File: src/sv/clock_offset_sliding_median_top_assert.svh
// ----------------------------------------------------------------------------
// clock offset sliding median: assertion macros
// shared assertion forms, sampled on clk and disabled during reset
// ----------------------------------------------------------------------------
`ifndef CLOCK_OFFSET_SLIDING_MEDIAN_TOP_ASSERT_SVH
`define CLOCK_OFFSET_SLIDING_MEDIAN_TOP_ASSERT_SVH

// same-cycle implication
`define COSM_ASSERT_NOW(lbl, ante, cons, msg) \
  lbl: assert property (@(posedge clk) disable iff (!rst_n) (ante) |-> (cons)) \
    else $error(msg);

// next-cycle implication
`define COSM_ASSERT_NEXT(lbl, ante, cons, msg) \
  lbl: assert property (@(posedge clk) disable iff (!rst_n) (ante) |=> (cons)) \
    else $error(msg);

`endif

File: src/sv/cosm_pkg.sv
// ----------------------------------------------------------------------------
// cosm_pkg
// shared constants and types of the clock offset sliding median block
// ----------------------------------------------------------------------------
`default_nettype none

package cosm_pkg;

  localparam int WINDOW_DEPTH_DEF = 64;

  // configuration register indexes
  localparam logic [7:0] REG_WINDOW_SIZE     = 8'd0;
  localparam logic [7:0] REG_UPDATE_INTERVAL = 8'd1;

  localparam logic [6:0] WINDOW_SIZE_RESET     = 7'd50;
  localparam logic [7:0] UPDATE_INTERVAL_RESET = 8'd10;

  localparam logic [9:0] NS_PER_US = 10'd1000;
  localparam int         DEV_NS_W  = 42;

  // requests from the top sequencer to the window unit
  typedef struct packed {
    logic push;
    logic start;
  } cosm_ctl_t;

  // status back from the window unit
  typedef struct packed {
    logic done;
  } cosm_sts_t;

endpackage

`default_nettype wire

File: src/sv/cosm_in_if.sv
// ----------------------------------------------------------------------------
// cosm_in_if
// input item channel: offset sample or convert-only request
// ----------------------------------------------------------------------------
`default_nettype none

interface cosm_in_if;
  logic        valid;
  logic        ready;
  logic        func;
  logic [31:0] device_us;
  logic [62:0] host_ns;

  modport source (output valid, func, device_us, host_ns, input ready);
  modport sink (input valid, func, device_us, host_ns, output ready);
endinterface

`default_nettype wire

File: src/sv/cosm_out_if.sv
// ----------------------------------------------------------------------------
// cosm_out_if
// result item channel: converted time and current offset
// ----------------------------------------------------------------------------
`default_nettype none

interface cosm_out_if;
  logic               valid;
  logic               ready;
  logic signed [63:0] host_stamp_ns;
  logic signed [63:0] offset_ns;
  logic               median_updated;

  modport source (output valid, host_stamp_ns, offset_ns, median_updated, input ready);
  modport sink (input valid, host_stamp_ns, offset_ns, median_updated, output ready);
endinterface

`default_nettype wire

File: src/sv/cosm_cfg_if.sv
// ----------------------------------------------------------------------------
// cosm_cfg_if
// configuration write channel: register index and write data
// ----------------------------------------------------------------------------
`default_nettype none

interface cosm_cfg_if;
  logic       valid;
  logic       ready;
  logic [7:0] index;
  logic [7:0] data;

  modport source (output valid, index, data, input ready);
  modport sink (input valid, index, data, output ready);
endinterface

`default_nettype wire

File: src/sv/clock_offset_sliding_median_top.sv
// ----------------------------------------------------------------------------
// clock_offset_sliding_median_top
// device-to-host clock offset estimator with a sliding window median
// ----------------------------------------------------------------------------
// Each sample item (func 0) forms offset = host_ns - device_us * 1000, pushes
// it into a ring of the last window_size offsets and, every update_interval
// samples, replaces the current offset with the window median (even count:
// mean of the two middle values, rounded toward zero). While the current
// offset is zero it follows the latest sample. Every item, convert-only
// (func 1) too, returns one result: device_us * 1000 + current offset,
// wrapping at 64 bits, with the offset and a median flag. One item is taken at
// a time. A sample that recomputes the median ranks each filled window entry
// against every other with the single shared comparator through the one read
// port of the ring memory. A finished result waits in the output register
// while the next item is taken. The ring needs no clearing pass after reset:
// a fill count marks its valid entries. Configuration writes are taken in
// any cycle.
`default_nettype none
`include "clock_offset_sliding_median_top_assert.svh"

module clock_offset_sliding_median_top
  import cosm_pkg::*;
#(
  parameter int WINDOW_DEPTH = WINDOW_DEPTH_DEF
) (
  input wire logic  clk,
  input wire logic  rst_n,
  cosm_in_if.sink   in_ch,
  cosm_out_if.source out_ch,
  cosm_cfg_if.sink  cfg_ch
);

  // sequencer codes
  localparam logic [2:0] S_IDLE = 3'd0;
  localparam logic [2:0] S_MUL  = 3'd1;
  localparam logic [2:0] S_INS  = 3'd2;
  localparam logic [2:0] S_MED  = 3'd3;
  localparam logic [2:0] S_OFS  = 3'd4;
  localparam logic [2:0] S_OUT  = 3'd5;

  logic [2:0]          state_r;

  // configuration registers
  logic [6:0]          ws_r;
  logic [7:0]          ui_r;

  // latched item and working values
  logic                func_r;
  logic [31:0]         dev_us_r;
  logic [62:0]         host_r;
  logic [DEV_NS_W-1:0] dev_ns_r;
  logic [63:0]         offset_r;
  logic [63:0]         cur_r;
  logic [7:0]          ssu_r;
  logic                upd_r;

  // output register
  logic                out_valid_r;
  logic [63:0]         out_stamp_r;
  logic [63:0]         out_off_r;
  logic                out_upd_r;

  cosm_ctl_t           win_ctl;
  cosm_sts_t           win_sts;
  logic [63:0]         win_median;

  logic [63:0]         offset_c;
  logic [7:0]          ssu_nxt;
  logic                trig;
  logic                out_free;

  // config port is always ready
  assign cfg_ch.ready = 1'b1;

  always_ff @(posedge clk) begin
    if (!rst_n) begin
      ws_r <= WINDOW_SIZE_RESET;
      ui_r <= UPDATE_INTERVAL_RESET;
    end else if (cfg_ch.valid) begin
      unique case (cfg_ch.index)
        REG_WINDOW_SIZE:     ws_r <= cfg_ch.data[6:0];
        REG_UPDATE_INTERVAL: ui_r <= cfg_ch.data;
        default: ;
      endcase
    end
  end

  // offset of the sample and median trigger
  always_comb begin
    offset_c = {1'b0, host_r} - 64'(dev_ns_r);
    ssu_nxt  = ssu_r + 8'd1;
    trig     = (ssu_nxt >= ui_r);
    out_free = !out_valid_r || out_ch.ready;
  end

  assign in_ch.ready   = (state_r == S_IDLE);
  assign win_ctl.push  = (state_r == S_INS);
  assign win_ctl.start = (state_r == S_INS) && trig;

  cosm_window #(
    .WINDOW_DEPTH (WINDOW_DEPTH)
  ) u_window (
    .clk       (clk),
    .rst_n     (rst_n),
    .win_size  (ws_r),
    .ctl       (win_ctl),
    .push_data (offset_c),
    .sts       (win_sts),
    .median    (win_median)
  );

  // main sequencer
  always_ff @(posedge clk) begin
    if (!rst_n) begin
      state_r <= S_IDLE;
      ssu_r   <= '0;
      cur_r   <= '0;
      upd_r   <= 1'b0;
    end else begin
      unique case (state_r)
        S_IDLE: begin
          if (in_ch.valid) begin
            func_r   <= in_ch.func;
            dev_us_r <= in_ch.device_us;
            host_r   <= in_ch.host_ns;
            state_r  <= S_MUL;
          end
        end
        S_MUL: begin
          // 32 x 10 bit product, microseconds to nanoseconds
          dev_ns_r <= DEV_NS_W'(dev_us_r) * DEV_NS_W'(NS_PER_US);
          upd_r    <= 1'b0;
          state_r  <= func_r ? S_OUT : S_INS;
        end
        S_INS: begin
          offset_r <= offset_c;
          if (trig) begin
            ssu_r   <= '0;
            upd_r   <= 1'b1;
            state_r <= S_MED;
          end else begin
            ssu_r   <= ssu_nxt;
            state_r <= S_OFS;
          end
        end
        S_MED: begin
          if (win_sts.done) begin
            cur_r   <= win_median;
            state_r <= S_OFS;
          end
        end
        S_OFS: begin
          // a zero estimate follows the latest sample
          if (cur_r == '0) cur_r <= offset_r;
          state_r <= S_OUT;
        end
        S_OUT: begin
          if (out_free) state_r <= S_IDLE;
        end
        default: state_r <= S_IDLE;
      endcase
    end
  end

  // result register, parts the item side from the result side
  always_ff @(posedge clk) begin
    if (!rst_n) begin
      out_valid_r <= 1'b0;
    end else if (state_r == S_OUT && out_free) begin
      out_valid_r <= 1'b1;
    end else if (out_ch.ready) begin
      out_valid_r <= 1'b0;
    end
  end

  always_ff @(posedge clk) begin
    if (state_r == S_OUT && out_free) begin
      out_stamp_r <= 64'(dev_ns_r) + cur_r;
      out_off_r   <= cur_r;
      out_upd_r   <= upd_r;
    end
  end

  assign out_ch.valid          = out_valid_r;
  assign out_ch.host_stamp_ns  = out_stamp_r;
  assign out_ch.offset_ns      = out_off_r;
  assign out_ch.median_updated = out_upd_r;

  // an accepted item blocks the input until its result is queued
  `COSM_ASSERT_NEXT(a_busy_after_accept, in_ch.valid && in_ch.ready, !in_ch.ready,
    "input still ready right after an item was taken")
  // the median engine finishes only while the sequencer waits for it
  `COSM_ASSERT_NOW(a_done_in_med, win_sts.done, state_r == S_MED,
    "median done outside the median wait")
  // convert-only items never start a median
  `COSM_ASSERT_NOW(a_med_only_sample, state_r == S_MED, !func_r && upd_r,
    "median wait for a convert-only item")
  // a result leaving the sequencer lands in the output register
  `COSM_ASSERT_NEXT(a_result_loaded, state_r == S_OUT && out_free, out_ch.valid,
    "result not presented after the sequencer handed it over")

endmodule

`default_nettype wire

File: src/sv/cosm_window.sv
// ----------------------------------------------------------------------------
// cosm_window
// ring of recent offsets and rank-count median engine with one comparator
// ----------------------------------------------------------------------------
`default_nettype none

module cosm_window
  import cosm_pkg::*;
#(
  parameter int WINDOW_DEPTH = WINDOW_DEPTH_DEF
) (
  input  wire logic        clk,
  input  wire logic        rst_n,
  input  wire logic [6:0]  win_size,
  input  wire cosm_ctl_t   ctl,
  input  wire logic [63:0] push_data,
  output cosm_sts_t        sts,
  output logic [63:0]      median
);

  localparam int IDX_W  = (WINDOW_DEPTH > 1) ? $clog2(WINDOW_DEPTH) : 1;
  localparam int FILL_W = $clog2(WINDOW_DEPTH + 1);
  localparam int CMP_W  = (FILL_W > 7) ? FILL_W : 7;

  localparam logic [2:0] R_IDLE = 3'd0;
  localparam logic [2:0] R_RDV  = 3'd1;
  localparam logic [2:0] R_LDV  = 3'd2;
  localparam logic [2:0] R_CMP  = 3'd3;
  localparam logic [2:0] R_SUM  = 3'd4;
  localparam logic [2:0] R_AVG  = 3'd5;

  function automatic logic [IDX_W-1:0] slot_after(logic [IDX_W-1:0] base,
                                                  logic [FILL_W-1:0] step);
    logic [FILL_W:0] s;
    s = (FILL_W+1)'(base) + {1'b0, step};
    if (s >= (FILL_W+1)'(WINDOW_DEPTH)) s = s - (FILL_W+1)'(WINDOW_DEPTH);
    return s[IDX_W-1:0];
  endfunction

  logic [63:0]       mem [WINDOW_DEPTH];
  logic [63:0]       rdata_r;
  logic [IDX_W-1:0]  rd_addr;

  logic [FILL_W-1:0] fill_r;
  logic [IDX_W-1:0]  oldest_r;

  logic [2:0]        rs_r;
  logic [FILL_W-1:0] i_r, j_r, lt_r, le_r;
  logic              cmp_vld_r;
  logic [63:0]       v_r, a_r, b_r, med_r;
  logic [64:0]       sum_r;
  logic              done_r;

  // window insert
  logic [CMP_W-1:0]  ws_c;
  logic [FILL_W-1:0] ws_eff;
  logic              full;
  logic [IDX_W-1:0]  waddr, oldest1, oldest_nxt;
  logic [FILL_W-1:0] fill1, fill_nxt;
  logic              drop;

  always_comb begin
    ws_c = CMP_W'(win_size);
    if (ws_c == '0) ws_c = CMP_W'(1);
    else if (ws_c > CMP_W'(WINDOW_DEPTH)) ws_c = CMP_W'(WINDOW_DEPTH);
    ws_eff = ws_c[FILL_W-1:0];

    full    = (fill_r == FILL_W'(WINDOW_DEPTH));
    waddr   = full ? oldest_r : slot_after(oldest_r, fill_r);
    fill1   = full ? fill_r : fill_r + 1'b1;
    oldest1 = full ? slot_after(oldest_r, FILL_W'(1)) : oldest_r;
    drop    = (fill1 > ws_eff);
    fill_nxt   = drop ? fill1 - 1'b1 : fill1;
    oldest_nxt = drop ? slot_after(oldest1, FILL_W'(1)) : oldest1;
  end

  always_ff @(posedge clk) begin
    if (!rst_n) begin
      fill_r   <= '0;
      oldest_r <= '0;
    end else if (ctl.push) begin
      fill_r   <= fill_nxt;
      oldest_r <= oldest_nxt;
    end
  end

  // ring memory, one write and one registered read port
  always_comb begin
    if (rs_r == R_RDV) rd_addr = slot_after(oldest_r, i_r);
    else rd_addr = slot_after(oldest_r, j_r);
  end

  always_ff @(posedge clk) begin
    if (ctl.push) mem[waddr] <= push_data;
    rdata_r <= mem[rd_addr];
  end

  // rank engine
  logic [FILL_W-1:0] kb, ka, i_nxt;
  logic              issue, w_lt, w_eq;

  always_comb begin
    kb    = fill_r >> 1;
    ka    = kb - 1'b1;
    i_nxt = i_r + 1'b1;
    issue = (j_r < fill_r);
    w_lt  = ($signed(rdata_r) < $signed(v_r));
    w_eq  = (rdata_r == v_r);
  end

  always_ff @(posedge clk) begin
    if (!rst_n) begin
      rs_r      <= R_IDLE;
      done_r    <= 1'b0;
      cmp_vld_r <= 1'b0;
    end else begin
      done_r <= 1'b0;
      unique case (rs_r)
        R_IDLE: begin
          if (ctl.start) begin
            i_r  <= '0;
            rs_r <= R_RDV;
          end
        end
        R_RDV: begin
          lt_r      <= '0;
          le_r      <= '0;
          j_r       <= '0;
          cmp_vld_r <= 1'b0;
          rs_r      <= R_LDV;
        end
        R_LDV: begin
          v_r  <= rdata_r;
          rs_r <= R_CMP;
        end
        R_CMP: begin
          if (issue) j_r <= j_r + 1'b1;
          cmp_vld_r <= issue;
          if (cmp_vld_r) begin
            lt_r <= lt_r + FILL_W'(w_lt);
            le_r <= le_r + FILL_W'(w_lt | w_eq);
          end
          if (!issue && !cmp_vld_r) begin
            // candidate fully ranked
            if (lt_r <= kb && kb < le_r) b_r <= v_r;
            if (!fill_r[0] && lt_r <= ka && ka < le_r) a_r <= v_r;
            i_r  <= i_nxt;
            rs_r <= (i_nxt == fill_r) ? R_SUM : R_RDV;
          end
        end
        R_SUM: begin
          sum_r <= {a_r[63], a_r} + {b_r[63], b_r};
          rs_r  <= R_AVG;
        end
        R_AVG: begin
          // halve the 65-bit sum, rounding toward zero
          med_r  <= fill_r[0] ? b_r : sum_r[64:1] + 64'(sum_r[64] & sum_r[0]);
          done_r <= 1'b1;
          rs_r   <= R_IDLE;
        end
        default: rs_r <= R_IDLE;
      endcase
    end
  end

  assign sts.done = done_r;
  assign median   = med_r;

endmodule

`default_nettype wire
File: src/flat_wrapper.sv
// flat-port wrapper written by rule: the top's interface ports become plain ports
module clock_offset_sliding_median_top_flat import cosm_pkg::*;
#(
  parameter int WINDOW_DEPTH = WINDOW_DEPTH_DEF
)
  (clk, rst_n, in_ch_valid, in_ch_func, in_ch_device_us, in_ch_host_ns, in_ch_ready, out_ch_valid, out_ch_host_stamp_ns, out_ch_offset_ns, out_ch_median_updated, out_ch_ready, cfg_ch_valid, cfg_ch_index, cfg_ch_data, cfg_ch_ready);
  cosm_in_if in_ch_i ();
  cosm_out_if out_ch_i ();
  cosm_cfg_if cfg_ch_i ();
  input wire logic clk;
  input wire logic rst_n;
  input wire logic [$bits(in_ch_i.valid)-1:0] in_ch_valid;
  input wire logic [$bits(in_ch_i.func)-1:0] in_ch_func;
  input wire logic [$bits(in_ch_i.device_us)-1:0] in_ch_device_us;
  input wire logic [$bits(in_ch_i.host_ns)-1:0] in_ch_host_ns;
  output wire logic [$bits(in_ch_i.ready)-1:0] in_ch_ready;
  output wire logic [$bits(out_ch_i.valid)-1:0] out_ch_valid;
  output wire logic [$bits(out_ch_i.host_stamp_ns)-1:0] out_ch_host_stamp_ns;
  output wire logic [$bits(out_ch_i.offset_ns)-1:0] out_ch_offset_ns;
  output wire logic [$bits(out_ch_i.median_updated)-1:0] out_ch_median_updated;
  input wire logic [$bits(out_ch_i.ready)-1:0] out_ch_ready;
  input wire logic [$bits(cfg_ch_i.valid)-1:0] cfg_ch_valid;
  input wire logic [$bits(cfg_ch_i.index)-1:0] cfg_ch_index;
  input wire logic [$bits(cfg_ch_i.data)-1:0] cfg_ch_data;
  output wire logic [$bits(cfg_ch_i.ready)-1:0] cfg_ch_ready;
  assign in_ch_i.valid = in_ch_valid;
  assign in_ch_i.func = in_ch_func;
  assign in_ch_i.device_us = in_ch_device_us;
  assign in_ch_i.host_ns = in_ch_host_ns;
  assign in_ch_ready = in_ch_i.ready;
  assign out_ch_valid = out_ch_i.valid;
  assign out_ch_host_stamp_ns = out_ch_i.host_stamp_ns;
  assign out_ch_offset_ns = out_ch_i.offset_ns;
  assign out_ch_median_updated = out_ch_i.median_updated;
  assign out_ch_i.ready = out_ch_ready;
  assign cfg_ch_i.valid = cfg_ch_valid;
  assign cfg_ch_i.index = cfg_ch_index;
  assign cfg_ch_i.data = cfg_ch_data;
  assign cfg_ch_ready = cfg_ch_i.ready;
  clock_offset_sliding_median_top #(.WINDOW_DEPTH(WINDOW_DEPTH)) u_core (.clk(clk), .rst_n(rst_n), .in_ch(in_ch_i), .out_ch(out_ch_i), .cfg_ch(cfg_ch_i));
endmodule
File: config.mk
export PLATFORM = sky130hd
export DESIGN_NAME = clock_offset_sliding_median_top_flat
export DESIGN_NICKNAME = d
export VERILOG_FILES = /design/src/sv/cosm_pkg.sv /design/src/sv/cosm_in_if.sv /design/src/sv/cosm_out_if.sv /design/src/sv/cosm_cfg_if.sv /design/src/sv/clock_offset_sliding_median_top.sv /design/src/sv/cosm_window.sv /design/src/flat_wrapper.sv
export VERILOG_INCLUDE_DIRS = /design/src /design/src/sv
export SDC_FILE = /design/constraint.sdc
export NUM_CORES = 2
export LEC_CHECK = 0
export BUFFER_PORTS_ARGS = -buffer_cell sky130_fd_sc_hd__clkbuf_2
export CAP_MARGIN = 20
export CORE_ASPECT_RATIO = 0.5
export CORE_UTILIZATION = 55
export CTS_CLUSTER_SIZE = 40
export DETAILED_ROUTE_END_ITERATION = 7
export GPL_TIMING_DRIVEN = 0
export HOLD_SLACK_MARGIN = 0.12
export PLACE_DENSITY = 0.73
export SLEW_MARGIN = 20
export SYNTH_ARGS = -nofsm -noshare
export SYNTH_HDL_FRONTEND = slang
export SYNTH_SLANG_ARGS = --single-unit
File: constraint.sdc
create_clock -name clk -period 10.72 [get_ports clk]
set_input_delay 0 -clock clk [delete_from_list [all_inputs] [get_ports clk]]
set_output_delay 0 -clock clk [all_outputs]
set_load 0.05 [all_outputs]
; ---- Word-level counts from Yosys, hierarchy flattened
; Memories as Yosys holds them, arrays and structs flattened. A register that Yosys moved wholly into a read port is not among the register bits.
; Index checks and enable logic that the tools add are counted.
[totals]
word_cells = 175
n_memories = 1
ram_bits = 4096
out_inout_bits = 132
register_bits = 787
[memory_table]
columns = memory, words, word_bits, read_ports, rd_ports_with_merged_regs, wr, line_no
row1 = u_core.u_window.mem, 64, 64, 1, 1, 1, cosm_window.sv:40  ; logic [63:0] mem [WINDOW_DEPTH];
[classes]
add_sub_neg = 22
magnitude_cmp = 14
reduce_logical = 38
eq_ne = 23
bitwise_logic = 2
mux = 45
n_mul = 1
[op_table]
columns = operator, n
row1 = 64-bit 2-to-1 mux, 3
row2 = 64-bit one-hot mux with 2 select lines, 1
row3 = 64-bit by 64-bit adder with 65-bit output, 1
row4 = 42-bit by 64-bit adder with 64-bit output, 1
row5 = 64-bit by 1-bit adder with 64-bit output, 1
row6 = 64-bit == test, 1
row7 = 64-bit zero test, 1
row8 = 64-bit less-than comparator, 1
row9 = 63-bit by 42-bit subtractor with 64-bit output, 1
row10 = 7-bit 2-to-1 mux, 9
row11 = 7-bit one-hot mux with 2 select lines, 4
row12 = 6-bit 2-to-1 mux, 9
row13 = "32-bit by 7-bit multiplier with 39-bit output, second input constant", 1
row14 = "6-bit by 1-bit subtractor with 6-bit output, second input constant", 5
row15 = 6-bit by 7-bit adder with 8-bit output, 3
row16 = "8-bit by 7-bit >= comparator with 1-bit output, second input constant", 3
row17 = 3-bit 2-to-1 mux, 8
row18 = "7-bit by 1-bit adder with 7-bit output, second input constant", 3
row19 = 3-bit one-hot mux with 6 select lines, 1
row20 = 2-bit AND reduction, 9
row21 = 3-bit one-hot mux with 5 select lines, 1
row22 = 3-bit AND reduction, 5
row23 = "6-bit by 1-bit adder with 7-bit output, second input constant", 2
row24 = 7-bit by 1-bit adder with 7-bit output, 2
row25 = other kinds (32), 69

; ---- Longest topological paths before layout
[logic_depth]
word_depth = 8
ltp_mapped = 19
depth_no_buf = 19

; ---- Hierarchy
; Synthesis repeated with hierarchy kept, for this count alone.
[hier_totals]
cells_unflattened = 10239
hier_area_um2 = 202464.2
[modules_own_cells]
columns = module, instances, cells_per_inst, area_each_um2
row1 = cosm_window, 1, 8022, 177542.8
row2 = clock_offset_sliding_median_top, 1, 2217, 24921.4

; ---- Worst setup path after synthesis
; Ideal clock, no wire load.
[synth_timing]
path_kind = reg2reg
from = register u_core.u_window.rs_r[2]
to = register u_core.u_window.sum_r[0] (enable)
setup_slack_ns = 2.764
stages_incl_launch_ff = 3
path_buffers = 1
synth_period_minus_slack_ns = 7.956
arrival_ns = 7.285
setup_ns = 0.671
path_cell_list = dfxtp_1 -> clkbuf_1 -> nor4b_1
[synth_between]
elab_chain_cells = 2
[synth_lines]
columns = item, line_no
row1 = "start, declared", cosm_window.sv:47  ; logic [2:0] rs_r;
row2 = "start signal, assigned", cosm_window.sv:148  ; rs_r <= (i_nxt == fill_r) ? R_SUM : R_RDV;
row3 = 3-bit == test, cosm_window.sv:118  ; unique case (rs_r)
row4 = 2-bit AND reduction (no line), n/a
row5 = "end signal, assigned", cosm_window.sv:152  ; sum_r <= {a_r[63], a_r} + {b_r[63], b_r};
row6 = "end, declared", cosm_window.sv:51  ; logic [64:0] sum_r;
; No other way between the ends.
; A chain may end at the register's enable or synchronous reset.

; ---- Worst setup path in the final report
[layout_timing]
from = register u_core.u_window.rs_r[0]
to = register u_core.u_window.rdata_r[44] (read register of u_core.u_window.mem)
[layout_between]
elab_chain_cells = 2
[layout_lines]
columns = item, line_no
row1 = 3-bit by 1-bit == test with 1-bit output, cosm_window.sv:89  ; if (rs_r == R_RDV) rd_addr = slot_after(oldest_r, i_r);
row2 = 6-bit 2-to-1 mux, cosm_window.sv:89
row3 = "end, declared", cosm_window.sv:41  ; logic [63:0] rdata_r;
; No other way between the ends.

==> impl_metrics.json <==
{
  "critPathRequiredTime_ns": 11.36,
  "whs_endpoint": "u_core.host_r[0]$_DFFE_PP_",
  "hold_depth": 3,
  "setup_viol": 0,
  "clk_path_buf_depth": 4,
  "grt_antenna_before_repair": 35,
  "rsz0062_at_grt": "no",
  "cts_tree": "yes",
  "relSlewSlack_pct": 15.4,
  "ys.flop_type": "edfxtp_1",
  "top_register": "u_core.u_window.mem",
  "hold_start": "in_ch_host_ns[0]",
  "grt_usage_pct": 30.3,
  "cts_made_buffers": 428,
  "yosys.cell_types.count": 102,
  "maxCapViolCount": 0,
  "drt-vias-per-instance": 6.57,
  "hold_path_class": "primary input to register",
  "ys_seq_area_share_pct": 72.7,
  "period_share_pct": 73.6,
  "synth.ff_latch_count": 4944,
  "syn_inst": 10100,
  "syn_nets": 10700,
  "synth-edff-count": 4770,
  "die_x_um": 859,
  "final_nets": 12100,
  "cellLeakagePower_nw": 77.7,
  "dp_hpwl_um": 375000,
  "synthArstFlopShare_pct": 0,
  "final_core_util_pct": 65.1,
  "place.gp.congestion": 0.966,
  "fp.dieH_um": 430,
  "vias": 110000,
  "finalHoldViolCount": 0,
  "slew_viol_final": 0,
  "worstSetupEndpointType": "register",
  "critPathMaxFanout": 10,
  "grt_overflow": 0,
  "start_kind": "register",
  "syn-mean-instance-area_um2": 20.0,
  "cts-root-buf": "clkbuf_16",
  "drt_iter0_markers": 15200,
  "clock-sinks": 4944,
  "synth.cell_area_mm2": 0.202,
  "outcome": "finished clean",
  "largest_register_ffs": 4096,
  "first_global_vias": 111000,
  "ant_nets": 0,
  "rrSetupSlack_ns": 2.83,
  "timing.fmax_mhz": 127,
  "post_cts_resized": 0,
  "portBuffers": 247,
  "power_density_mw_per_mm2": 207,
  "drt_pass1_iterations": 6,
  "fillers": 22600,
  "drc_errors": 0,
  "syn_to_final_growth_pct": 17.1,
  "worst_slew_pin_slew_ns": 1.26,
  "start_util_pct": 55.6,
  "drive_above_1_share_pct": 25.3,
  "grt_pass1_wl_um": 797000,
  "largest_registers": "u_core.u_window.mem: 4096 flops, u_core.u_window.sum_r: 65 flops",
  "ir_worst_vdd_mv": 0.221,
  "layout_commonest_cell": "edfxtp_1",
  "r2r_cells": 12,
  "totalWireLength_um": 564000,
  "fin_crit_ns": 7.89,
  "setup-tns-final_ns": 0,
  "std_cell_rows": 156,
  "skew_ns": 0.0920,
  "worstPathArrival_ns": 8.53,
  "critPathKind": "register to register",
  "dieArea_mm2": 0.370,
  "reg2reg_from": "u_core.u_window.rs_r[0]$_SDFFE_PN0P_",
  "grt_max_degree": 65,
  "regArea_mm2": 0.147,
  "synth_warnings": 0,
  "rr_endpoint": "u_core.u_window.rdata_r[44]$_DFF_P_",
  "final_cell_mix": "4770 x edfxtp_1, 1280 x mux4_2, 440 x clkbuf_16",
  "ctsHtreeMaxLevel": 5,
  "core_area_mm2": 0.363,
  "multi_input_comb_area_mm2": 0.0537,
  "clk_latency_ns": 0.99,
  "cts.clk_slew.worst_paths_ns": 0.06,
  "ios": 249,
  "wl_per_cell_um": 33.7
}
-- worst max path at each step --
stage	to	start
final	u_core.u_window.rdata_r[44]$_DFF_P_	u_core.u_window.rs_r[0]$_SDFFE_PN0P_
after global routing	u_core.u_window.rdata_r[44]$_DFF_P_	u_core.u_window.rs_r[0]$_SDFFE_PN0P_
after CTS	u_core.u_window.rdata_r[44]$_DFF_P_	u_core.u_window.rs_r[0]$_SDFFE_PN0P_
after detailed placement	u_core.u_window.rdata_r[44]$_DFF_P_	u_core.u_window.rs_r[0]$_SDFFE_PN0P_
after global placement	u_core.u_window.mem[36][63]$_DFFE_PP_	u_core.host_r[3]$_DFFE_PP_
after floorplan	u_core.u_window.sum_r[0]$_DFFE_PP_	u_core.u_window.rs_r[2]$_SDFFE_PN0P_
-- metrics by stage --
step	power [mW]	cells	hold slack, ns	area [um^2]	setup WS (ns)
3_3_place_gp	33.4	15200	0.178	209000	-2.26
5_1_grt	50.1	16800	0.301	236000	2.81
6_report	48.8	16800	0.300	236000	2.83
4_1_cts	50.3	16700	0.165	236000	3.05
2_1_floorplan	29.0	10100	0.0989	202000	2.76
3_5_place_dp	34.6	15700	0.179	220000	3.13
-- worst max-delay path, stage by stage (launching register included) --
cell	delay (ns)
dfxtp_1	0.50
nand2b_1	0.15
nor2_1	0.39
mux2_2	0.45
ha_1	0.82
clkbuf_1	0.57
buf_2	0.59
buf_2	0.67
buf_1	0.81
mux4_2	0.60
mux4_2	0.51
a211oi_1	1.04
a21oi_1	0.47
-- logic make-up (layout without fill, tap and decap cells) --
family | count (synthesis) | count (layout) | share of synthesized area (%)
muxes | 1436 | 1436 | 15.1
buffers and inverters | 806 | 2568 | 1.51
DFF | 4944 | 4944 | 72.7
AOI/OAI and AO/OA | 989 | 989 | 3.18
xor gates and xnor gates | 337 | 337 | 1.46
and+or+nand+nor | 1095 | 1095 | 2.64
other | 1 | 13 | 0.00186
adders and majority gates | 486 | 486 | 3.47
-- power breakdown --
| part | leakage (nW) | switching, mW | internal, mW | total [mW] |
|---|---|---|---|---|
| Combinational | 26.5 | 5.83 | 2.69 | 8.51 |
| Sequential | 44.3 | 0.146 | 24.2 | 24.4 |
| Clock | 6.92 | 7.10 | 8.83 | 15.9 |
| Total | 77.7 | 13.1 | 35.8 | 48.8 |
-- layout make-up --
cell class / instances / share of cell area [%]
Antenna cell: 12 / 0.0127
Buffer: 435 / 0.745
Clock buffer: 537 / 4.90
Clock inverter: 247 / 1.06
Inverter: 371 / 0.591
Multi-Input combinational cell: 4344 / 22.7
Sequential cell: 4944 / 62.1
Tap cell: 4898 / 2.59
Timing Repair Buffer: 978 / 5.32
-- synth_stat cells (5+ instances only) --
cell       number  area (um^2)
a21o_1        152         1140
nand3_1        94          470
nor3b_1         6         45.0
a2111oi_0       6         52.6
clkbuf_1      338         1270
nand2_1       256          961
a211oi_1      149         1120
nor3_1         42          210
buf_2          14         70.1
mux2i_1       149         1490
and3_1         55          344
nor4_1         35          219
nand4_1        75          469
a31oi_1        25          156
mux4_2       1280        28800
mux2_2          7         78.8
dfxtp_1       174         3480
or3_1          15         93.8
nor4b_1         5         43.8
nand2b_1       31          194
xor2_1        137         1200
xnor2_1       200         1750
and2_1         14         87.6
a21oi_1       304         1520
and4_1         12          105
o21bai_1       26          195
or4_1           5         37.5
a221oi_1        7         61.3
inv_1         369         1390
o21a_1         24          180
a41oi_1         5         43.8
o21ai_1        32          160
o211ai_1       13         97.6
edfxtp_1     4770       143000
o21ai_0       163          816
nor2b_1       105          657
nor2_1        325         1220
ha_1          362         4530
fa_1          123         2460
o31ai_1         9         67.6
o31a_1          6         52.6
buf_1          79          297
-- metal layers --
metal | vias up | global-route usage [%] | part of all wire [%]
met4 | 12 | 11.1 | 4.1
li1 | 44000 | - | -
met3 | 1283 | 9.37 | 13
met5 | - | 0 | 0.073
met1 | 57000 | 40.3 | 36
met2 | 7922 | 47.9 | 47
-- repair_timing --
action                    4_1_cts  5_1_grt
hold endpoints to repair      433        0
hold buffers                  231        0
buffers inserted                0        0
Note: power is estimated with default switching activity, not from simulation.
